==> src/svang_pkg.sv <==
`timescale 1ns / 1ps
// ----------------------------------------------------------------------------
// svang_pkg: shared constants and types of the signed vector angle block
// Holds the coordinate and datapath widths, the CORDIC arctangent table and
// the word that moves between the front end, the CORDIC chain and the back end.
// ----------------------------------------------------------------------------
package svang_pkg;

  // Coordinate width of every input field and the number of CORDIC steps.
  localparam int COORD_WIDTH  = 24;
  localparam int CORDIC_STEPS = 16;

  // The arctangent table has this many entries; more steps are not run.
  localparam int ATAN_ENTRIES = 24;
  localparam int STEP_COUNT   = (CORDIC_STEPS < ATAN_ENTRIES) ? CORDIC_STEPS : ATAN_ENTRIES;

  // Products are exact; above 56 bits they are scaled down toward zero.
  localparam int PROD_WIDTH = 2 * COORD_WIDTH;
  localparam int PROD_SHIFT = (PROD_WIDTH > 56) ? (PROD_WIDTH - 56) : 0;
  localparam int TERM_WIDTH = PROD_WIDTH - PROD_SHIFT;
  localparam int SUM_WIDTH  = TERM_WIDTH + 1;

  // CORDIC vector components carry two guard bits for the gain and rotation.
  localparam int VEC_WIDTH = SUM_WIDTH + 2;

  // Angle accumulator in Q30 radians, and the Q3.13 result.
  localparam int ANG_WIDTH   = 34;
  localparam int ANGLE_WIDTH = 16;
  localparam int ROUND_SHIFT = 17;

  localparam int HALF_PI_Q30 = 1686629713;
  localparam int PI_Q13      = 25736;

  // atan(2^-i) * 2^30, truncated.
  localparam int ATAN_Q30 [ATAN_ENTRIES] = '{
    843314856, 497837829, 263043836, 133525158, 67021686, 33543515,
    16775850, 8388437, 4194282, 2097149, 1048575, 524287,
    262143, 131071, 65535, 32767, 16383, 8191,
    4095, 2047, 1023, 511, 255, 127
  };

  // One word of the CORDIC chain: vector, accumulated angle and zero flag.
  typedef struct packed {
    logic signed [VEC_WIDTH-1:0] d;
    logic signed [VEC_WIDTH-1:0] c;
    logic signed [ANG_WIDTH-1:0] z;
    logic                        degenerate;
  } cordic_word_t;

endpackage

==> src/svang_if.sv <==


interface svang_out_if import svang_pkg::*; ();
  logic                          valid;
  logic                          ready;
  logic signed [ANGLE_WIDTH-1:0] angle;
  logic                          degenerate;

  modport source (output valid, angle, degenerate, input ready);
  modport sink   (input valid, angle, degenerate, output ready);
endinterface

==> src/svang_back.sv <==
`timescale 1ns / 1ps
// ----------------------------------------------------------------------------
// svang_back: rounding, saturation and the output register
// Rounds the Q30 angle to Q3.13, clamps it to plus or minus pi and forces
// zero for a degenerate pair.
// ----------------------------------------------------------------------------
module svang_back import svang_pkg::*; (
  input  logic         clk,
  input  logic         rst,
  input  logic         in_valid,
  output logic         in_ready,
  input  cordic_word_t in_word,
  svang_out_if.source  result
);

  localparam logic signed [ANG_WIDTH-1:0] ROUND_BIAS = ANG_WIDTH'(1) <<< (ROUND_SHIFT - 1);
  localparam logic signed [ANG_WIDTH-1:0] PI_LIMIT   = ANG_WIDTH'(PI_Q13);

  logic                          out_valid;
  logic signed [ANGLE_WIDTH-1:0] out_angle;
  logic                          out_degenerate;
  logic signed [ANGLE_WIDTH-1:0] angle_next;

  assign in_ready = !out_valid || result.ready;

  // Round half up, floor shift, then clamp.
  always_comb begin
    logic signed [ANG_WIDTH-1:0] rounded;
    rounded = (in_word.z + ROUND_BIAS) >>> ROUND_SHIFT;
    if (in_word.degenerate) begin
      angle_next = '0;
    end else if (rounded > PI_LIMIT) begin
      angle_next = ANGLE_WIDTH'(PI_LIMIT);
    end else if (rounded < -PI_LIMIT) begin
      angle_next = ANGLE_WIDTH'(-PI_LIMIT);
    end else begin
      angle_next = ANGLE_WIDTH'(rounded);
    end
  end

  // Output valid bit.
  always_ff @(posedge clk) begin
    if (rst) begin
      out_valid <= 1'b0;
    end else if (in_ready) begin
      out_valid <= in_valid;
    end
  end

  // Output word.
  always_ff @(posedge clk) begin
    if (in_ready) begin
      out_angle      <= angle_next;
      out_degenerate <= in_word.degenerate;
    end
  end

  assign result.valid      = out_valid;
  assign result.angle      = out_angle;
  assign result.degenerate = out_degenerate;

endmodule

==> src/flat_wrapper.sv <==
// flat-port wrapper written by rule: the top's interface ports become plain ports
module svang_back_flat import svang_pkg::*;
  (clk, rst, in_valid, in_ready, in_word, result_valid, result_angle, result_degenerate, result_ready);
  svang_out_if result_i ();
  input  logic clk;
  input  logic rst;
  input  logic in_valid;
  output logic in_ready;
  input  cordic_word_t in_word;
  output wire logic [$bits(result_i.valid)-1:0] result_valid;
  output wire logic [$bits(result_i.angle)-1:0] result_angle;
  output wire logic [$bits(result_i.degenerate)-1:0] result_degenerate;
  input wire logic [$bits(result_i.ready)-1:0] result_ready;
  assign result_valid = result_i.valid;
  assign result_angle = result_i.angle;
  assign result_degenerate = result_i.degenerate;
  assign result_i.ready = result_ready;
  svang_back u_core (.clk(clk), .rst(rst), .in_valid(in_valid), .in_ready(in_ready), .in_word(in_word), .result(result_i));
endmodule
==> config.mk <==
export PLATFORM = sky130hd
export DESIGN_NAME = svang_back_flat
export DESIGN_NICKNAME = d
export VERILOG_FILES = /design/src/svang_pkg.sv /design/src/svang_if.sv /design/src/svang_back.sv /design/src/flat_wrapper.sv
export SDC_FILE = /design/constraint.sdc
export NUM_CORES = 1
export LEC_CHECK = 0
export ABC_AREA = 1
export BUFFER_PORTS_ARGS = -buffer_cell sky130_fd_sc_hd__buf_2
export CAP_MARGIN = 20
export CORE_UTILIZATION = 36
export DETAILED_ROUTE_END_ITERATION = 10
export HOLD_SLACK_MARGIN = 0.03
export PLACE_DENSITY = 0.82
export SYNTH_ARGS = -nofsm -noshare
export SYNTH_HDL_FRONTEND = slang
export SYNTH_SLANG_ARGS = --single-unit
==> constraint.sdc <==
create_clock -name clk -period 2.6 [get_ports clk]
set_clock_uncertainty 0.05 [all_clocks]
set_input_delay 0.39 -clock clk [delete_from_list [all_inputs] [get_ports clk]]
set_output_delay 0.39 -clock clk [all_outputs]
set_load 0.005 [all_outputs]
==> results.md, run 1 <==
- Initial core utilization: 0.3821
- TritonCTS clock tree: built
- I/O pin cnt: 160
- Final Setup Violations: 0
- Worst reg2reg endpoint: u_core.result.angle[6]
- Max_cap viols: 0
- Multi-input logic area: approximately 900 um2
- Final ANT Viol Nets: 0
- CP Class: primary input to flip-flop
- Vias in the first global route: 1,458
- Final WL: about 3900 um
- Actual slew at the worst max-slew pin: 0.3781 ns
- FF/Latch Area: 530.5 um2
- Clk root buf: clkbuf_8
- DR vias: 1,634
- DR WL/cell: 11.42 um
- Final Power: ~0.77 mW
- Max-slew headroom: 0.7461
- Cell row count: 23
- Routed vias/inst: 4.834
- Worst min path class: primary input to flip-flop
- Crit-path cells: buf_2, ha_1, nand2_1, nor2_4, nand2_1, o21bai_1, nand2_1, clkinv_1, nand2_1, nor2_1, nand2_1, nand2_1, nand3_2, nand2_4, nor2_1
- Crit path from: in_word[18]
- Residual DRC: 0
- GRT Overall Usage: 0.1852
- Die Width: a little under 70 um
- Final period util: 0.8677
- Largest delay contributor family on the critical path: simple AND/OR/NAND/NOR gates
- CTS Sinks: 18
- Design Area, Final: 1881 um2
- Setup bufs post-CTS: 0
- Area grow syn2layout: 21.31%
- Syn Inst Count: 242
- Post-synthesis sequential area ratio: 0.3422
- Setup TNS: 0 ns
- Syn nets: 384
- Reg2reg path depth: 2
- Clock slew at reported path FFs: roughly 0.070 ns
- First-pass GRT wire length: 6279 um
- Htree depth: 1
- Worst R2R Start: u_core.result.valid
- Status: finished clean
- Gates resized, CTS repair: 0
- CP most frequent cell: nand2_1
- Crit path time final: 2.256 ns
- Core area: 4058 um2
- Number of fill cells in the layout: 428
- Dominant cells by area after synthesis: edfxtp_1 (33%), nand2_1 (20%), nor2_1 (12%), inv_1 (6.8%), nand3_1 (5.5%)
- Final hold viol count: 0
- R2R Setup Slk: 1.38 ns
- Arrival @ worst endpoint: 2.22 ns
- Leak: 0.9681 nW
- Buf+Inv Stages, Crit Path: 2
- Die Ht: 67.62 um
- Port bufs: between 40 and 50
- # diodes: 0
- Clock Path Buffers: 2
- Share of cells above drive strength 1: 0.2222
- Worst EP required: 2.56 ns
- First DRT Iteration DRCs: 72
- Maximum clock frequency: 443.2 MHz
- Crit path max fanout: 8
- Crit. End Element: flip-flop
- HP Start: rst
- Fin nets: 431
- Worst skew pair latency: around 0.26 ns
- WHS Path Cells: 2
- Slowest stage delay, CP: 0.25 ns
- Die Area: around 4600 um2
- 1st-pass router iterations: 4
- Most frequent cells in the layout: nand2_1 (83), nor2_1 (49), buf_2 (41)
- Commonest non-fill, non-tap cell in the layout: nand2_1
- Synth top area share: 0.3293
- Avg Cell Area, Syn: 6.406 um2
- Syn. warnings: 0
- Synth unique cells: 22
- Routability congestion estimate: 0.9209
- Hold Path End: u_core.result.valid
- Initial antenna violation count: 0
- Seq cells post-synth: 18
- Pwr dens: 407.0 nW/um2
- DP Area: 1826 um2
- Cell Count Post-Placement: 334
- Grt ovf: 0
- Non-Filler Instances: 338
- Num CTS Buffers: 3
- Mapped Area: approximately 1600 um2
- Hpwl dp: roughly 3300 um
- Crit-path slowest cell: ha_1
- Worst VDD drop: approximately 160 uV
- Area leader, netlist: edfxtp_1
- Startpoint type of the worst setup path: primary input
- Hold Buf Count CTS: 0
- Largest net degree at the start of global routing: 12
- Slew Limit Fails: 0
- RSZ-0062 raised after global routing: no
==> cell usage after synthesis <==
cell and number:
nand4_1 9, nand3_2 3, xor2_1 4, clkinv_1 1
edfxtp_1 17, nor2_2 6, a21boi_0 1, nand2_2 4
o21bai_1 2, nor2_4 3, dfxtp_1 1, nor3_1 2
inv_2 1, ha_1 1, nand2_4 1, o21ai_1 1
nand3_1 17, nor2_1 49, a21oi_1 6, xnor2_1 2
inv_1 28, nand2_1 83
==> power breakdown <==
| group | internal (mW) | total (mW) | leakage, nW | switching [mW] |
|---|---|---|---|---|
| Clock | 0.135 | 0.226 | 0.0288 | 0.0917 |
| Sequential | 0.346 | 0.353 | 0.198 | 0.00704 |
| Combinational | 0.0674 | 0.186 | 0.742 | 0.119 |
==> stage by stage <==
| stage | hold slack, ns | util | setup WS, ns |
|---|---|---|---|
| CTS | 0.2236 | 0.4635 | 0.3728 |
| global route | 0.2299 | 0.4635 | 0.04843 |
| global placement | 0.4965 | 0.4499 | 0.1367 |
| finish | 0.2251 | 0.4635 | 0.3439 |
| floorplan | 0.4091 | - | 0.5023 |
| detailed placement | 0.4996 | 0.4499 | 0.1111 |
==> worst reg2reg max path, stage by stage (launching register included) <==
cell and delay [ns]:
dfxtp_1 0.31, nand2_1 0.30, buf_4 0.27
==> kinds of logic (layout without fill, tap and decap cells) <==
family	count (synthesis)	count (layout)	share of synthesized area
buf+inv	30	76	0.07263
compound gates	10	10	0.03712
simple gates	177	177	0.5061
xor+xnor	6	6	0.03390
flops	18	18	0.3422
fa+ha+maj	1	1	0.008070
==> metal layers <==
layer	part of all wire	global-route usage	vias up
li1	-	-	864
met1	0.41	0.1982	721
met2	0.53	0.3527	36
met3	0.031	0.02534	13
met4	0.026	0.08245	0
met5	0	0	-
==> how the worst max path moves through the flow <==
stage | endpoint | slack (ns) | cells after the start
after floorplan | u_core.result.angle[8] | 0.50 | 13
after global placement | u_core.result.angle[9] | 0.14 | 14
after detailed placement | u_core.result.angle[9] | 0.11 | 14
after CTS | u_core.result.angle[6] | 0.37 | 15
after global routing | u_core.result.angle[12] | 0.05 | 15
final | u_core.result.angle[6] | 0.34 | 15
==> cell type report <==
type,count,area share
Clock buffer,4,0.02927
Inverter,30,0.05988
Multi-Input combinational cell,194,0.4824
Sequential cell,18,0.2821
Tap cell,50,0.03327
Timing Repair Buffer,42,0.1131
==> registers in the layout (all words and copies together) (netlist names) <==
register / cells
u_core.result.angle: 16
u_core.result.degenerate: 1
u_core.result.valid: 1
Note: power is estimated with default switching activity, not from simulation.
==> inputs of run 2 (changes only) <==
- GPL_TIMING_DRIVEN: unset -> 0
- PLACE_DENSITY: 0.82 -> unset
- PLACE_DENSITY_LB_ADDON: unset -> 0.1
==> results.md, run 2 (synthesized netlist as in run 1, its figures left out) <==
- Commonest non-fill, non-tap cell in the layout: nand2_1
- Sw frac: 0.2746
- Routability congestion estimate: 0.8906
- Final hold viol count: 0
- Gates resized, CTS repair: 0
- Startpoint type of the worst setup path: primary input
- Final period util: 0.8723
- Initial core utilization: 0.3821
- DR vias: 1,547
- Combinational fraction of design power: 0.246
- Num CTS Buffers: 3
- Worst EP required: 2.55 ns
- Max_cap viols: 0
- Share of cells above drive strength 1: 0.2195
- Setup TNS: 0 ns
- Hold Buf Count CTS: 0
- Actual slew at the worst max-slew pin: 0.7227 ns
- Setup bufs post-CTS: 0
- Residual DRC: 0
- Reg2reg path depth: 1
- 1st-pass router iterations: 4
- Die Ht: 67.62 um
- GRT Overall Usage: 0.1851
- Largest net degree at the start of global routing: 20
- Routed vias/inst: approximately 4.6
- Die Area: 4572 um2
- First DRT Iteration DRCs: 74
- Arrival @ worst endpoint: between 2 and 2.5 ns
- # diodes: 0
- Worst skew pair latency: 0.24 ns
- Area grow syn2layout: 20.82%
- Max-slew headroom: 0.5171
- Htree depth: 1
- Initial antenna violation count: 0
- I/O pin cnt: 160
- Leak: approximately 0.96 nW
- Status: finished clean
- Crit path max fanout: 8
- Final WL: 3838 um
- Clk root buf: clkbuf_8
- Cell Count Post-Placement: ~330
- Grt ovf: 0
- Non-Filler Instances: roughly 340
- Worst min path class: primary input to flip-flop
- Crit path time final: 2.268 ns
- DR WL/cell: 11.39 um
- Number of fill cells in the layout: 454
- Clock slew at reported path FFs: 0.06 ns
- CTS Sinks: 18
- Cell row count: 23
- Number of flip-flops in the largest register: 16
- Reg power frac: 0.466
- RSZ-0062 raised after global routing: no
- CP Class: primary input to flip-flop
- Final ANT Viol Nets: 0
- TritonCTS clock tree: built
- First-pass GRT wire length: 6210 um
- Int Pwr: 0.5467 mW
- Most frequent cells in the layout: nand2_1 (83), nor2_1 (49), buf_2 (41)
- Maximum clock frequency: 440.9 MHz
- Clk pwr share: 0.288
- Die Width: 67.62 um
- Clock Path Buffers: 2
- Crit. End Element: flip-flop
- Psw: 0.2070 mW
- Hpwl dp: 3382 um
- Final Setup Violations: 0
- Pwr dens: 402.4 nW/um2
- Fin nets: between 400 and 500
- Slew Limit Fails: 0
- Vias in the first global route: 1,354
- Core area: 4058 um2
- Port bufs: 41
- Worst VDD drop: between 150 and 200 uV
- WHS Path Cells: 2
-- run 2: cell types whose count changed in the layout (fill, tap and decap cells not counted), sizes merged --
cell  change
buf       -1
-- run 2: power groups by stage --
stage               Sequential, mW  Clock [mW]  Combinational [mW]
finish                       0.351       0.217               0.186
global route                 0.354       0.235               0.212
CTS                          0.351       0.222               0.190
detailed placement           0.357           0               0.189
global placement             0.357           0               0.189
floorplan                    0.362           0               0.103
-- run 2: worst paths after layout --
| path | from | end | slack [ns] |
|---|---|---|---|
| min | rst | u_core.result.valid | 0.24 |
| max reg2reg | u_core.result.valid | u_core.result.angle[8] | 1.33 |
| min reg2reg | u_core.result.valid | u_core.result.valid | 0.96 |
| max | in_word[18] | u_core.result.angle[8] | 0.33 |
-- run 2: worst max-delay path, stage by stage --
cell and delay (ns):
buf_2 0.11, ha_1 0.27, nand2_1 0.12, nor2_4 0.16, nand2_1 0.11, o21bai_1 0.14, nand2_1 0.14, clkinv_1 0.09
nand2_1 0.07, nor2_1 0.09, nand2_1 0.06, nand2_1 0.07, nand3_2 0.16, nand2_4 0.16, nor2_1 0.06
-- run 2: layer usage --
layer | vias up | GRT usage | routed length (um)
met5 | - | 0 | 0
met3 | 4 | 0.01689 | 111
met2 | 26 | 0.3502 | 2089
met4 | 0 | 0.05851 | 52
li1 | 860 | - | -
met1 | 657 | 0.2144 | 1583
-- run 2: per-stage QoR --
step | util | area (um2) | hold slack (ns) | power (mW) | worst slack [ns]
6_report | 0.4616 | 1873 | 0.2414 | 0.7537 | 0.3320
2_1_floorplan | - | 1550 | 0.4091 | 0.4654 | 0.5023
3_3_place_gp | 0.4480 | 1818 | 0.4998 | 0.5458 | 0.08609
4_1_cts | 0.4616 | 1873 | 0.2354 | 0.7627 | 0.3193
3_5_place_dp | 0.4480 | 1818 | 0.5036 | 0.5460 | 0.05800
5_1_grt | 0.4616 | 1873 | 0.2414 | 0.7998 | 0.1024
-- run 2: area by class of cell --
| type | count | area (um2) | area share |
|---|---|---|---|
| clock buffer | 4 | 55.05 | 0.02939 |
| inverter | 30 | 112.6 | 0.06012 |
| multi-input combinational | 194 | 907.1 | 0.4843 |
| sequential | 18 | 530.5 | 0.2832 |
| tap | 50 | 62.56 | 0.03340 |
| timing repair buffer | 41 | 205.2 | 0.1096 |
==> inputs of run 3 (changes only) <==
- CORE_UTILIZATION: 36 -> 38
- clock period: 2.6 -> 2.85 ns (I/O delays scaled with it)
==> results.md, run 3 (synthesized netlist as in run 1, its figures left out) <==
- Status: finished clean
- R2R Setup Slk: 1.58 ns
- Worst skew pair latency: 0.25 ns
- CTS Sinks: 18
- Worst min path class: primary input to flip-flop
- Number of flip-flops in the largest register: 16
- Final Setup Violations: 0
- Vias in the first global route: 1,435
- Routability congestion estimate: 0.8431
- First-pass GRT wire length: 6520 um
- Clock Path Buffers: 2
- Setup TNS: 0 ns
- Int Pwr: 0.4991 mW
- Clock slew at reported path FFs: ~0.07 ns
- Port bufs: 41
- Num CTS Buffers: 3
- Most frequent cells in the layout: nand2_1 (83), nor2_1 (49), buf_2 (41)
- Area grow syn2layout: 20.66%
- Die Area: 4339 um2
- Multi-input logic area: 907.1 um2
- Clk root buf: clkbuf_8
- Sw frac: 0.2808
- Combinational fraction of design power: 0.244
- Residual DRC: 0
- 1st-pass router iterations: 4
- Fin nets: 430
- Cell row count: 22
- Fin util: 0.4924
- Max_cap viols: 0
- Actual slew at the worst max-slew pin: 0.7257 ns
- CP Class: primary input to flip-flop
- TritonCTS clock tree: built
- Die Ht: 65.87 um
- Max-slew headroom: 0.5151
- Reg2reg path depth: 1
- Reg power frac: 0.462
- Crit path from: in_word[18]
- RSZ-0062 raised after global routing: no
- Hold_ws: around 0.27 ns
- Routed vias/inst: 4.707
- Grt ovf: 0
- Crit path time final: roughly 2.3 ns
- Psw: 0.1948 mW
- First DRT Iteration DRCs: 106
- Largest net degree at the start of global routing: 20
- Final WL: 3811 um
- Final period util: 0.8147
- GRT Overall Usage: 0.1966
- Gates resized, CTS repair: 0
- Final ANT Viol Nets: 0
- Hold Buf Count CTS: 0
- Clk pwr share: 0.294
- Commonest non-fill, non-tap cell in the layout: nand2_1
- DR WL/cell: roughly 11 um
- Worst VDD drop: roughly 150 uV
- Worst R2R Start: u_core.result.valid
- Die Width: 65.87 um
- Startpoint type of the worst setup path: primary input
- Maximum clock frequency: 430.7 MHz
- DR vias: 1,577
- Arrival @ worst endpoint: approximately 2.3 ns
- Worst EP required: 2.81 ns
- Core area: 3799 um2
- # diodes: 0
- Worst reg2reg endpoint: u_core.result.angle[0]
- Share of cells above drive strength 1: 0.2195
- Crit. End Element: flip-flop
- Final Power: 0.6939 mW
- Slew Limit Fails: 0
- Crit path max fanout: 7
- Initial antenna violation count: 0
- Hpwl dp: 3312 um
- Crit path to: u_core.result.angle[11]
- Initial core utilization: 0.4081
- Pwr dens: approximately 370 nW/um2
- Number of fill cells in the layout: 397
- Final hold viol count: 0
- I/O pin cnt: 160
- Htree depth: 1
- FF/Latch Area: 530.5 um2
- Setup bufs post-CTS: 0
- Leak: ~0.96 nW
-- run 3: layout make-up --
class | instances | share of cell area
clock buffers | 4 | 0.02943
well taps | 48 | 0.03211
flip-flops and latches | 18 | 0.2836
repair buffers | 41 | 0.1097
inverters | 30 | 0.06020
multi-input cells | 194 | 0.4850
-- run 3: power groups by stage --
stage          logic, mW  registers (mW)  clock network, mW
2_1_floorplan     0.0939           0.331                  0
3_3_place_gp       0.172           0.326                  0
3_5_place_dp       0.172           0.326                  0
4_1_cts            0.172           0.321              0.206
5_1_grt            0.195           0.323              0.217
6_report           0.169           0.321              0.204
-- run 3: per-layer routing --
| metal | wire length, um | part of all wire | vias up | GRT usage |
|---|---|---|---|---|
| met3 | 129 | 0.034 | 7 | 0.01552 |
| met4 | 74 | 0.019 | 0 | 0.06793 |
| met1 | 1638 | 0.43 | 679 | 0.2420 |
| met5 | 0 | 0 | - | 0 |
| met2 | 1969 | 0.52 | 31 | 0.3546 |
| li1 | - | - | 860 | - |
-- run 3: how the worst min path moves through the flow --
stage,start,slack [ns],end,cells past startpoint
final,rst,0.27,u_core.result.valid,2
after global routing,rst,0.28,u_core.result.valid,2
after CTS,rst,0.28,u_core.result.valid,2
after detailed placement,rst,0.54,u_core.result.valid,2
after global placement,rst,0.53,u_core.result.valid,2
after floorplan,rst,0.45,u_core.result.valid,1
-- run 3: stage by stage --
step	cells	worst slack, ns	area, um2
5_1_grt	335	0.3213	1871
3_3_place_gp	331	0.2905	1815
2_1_floorplan	242	0.7148	1550
4_1_cts	335	0.5197	1871
6_report	335	0.5280	1871
3_5_place_dp	331	0.2562	1815
-- run 3: critical path, stage by stage --
cell	delay, ns
buf_2	0.11
ha_1	0.25
nand2_1	0.12
nor2_4	0.16
nand2_2	0.09
nor2_2	0.16
xor2_1	0.22
nand2_1	0.07
nor2_1	0.12
nand3_1	0.13
nand2_2	0.16
inv_2	0.09
nor2_1	0.11
nor2_1	0.06
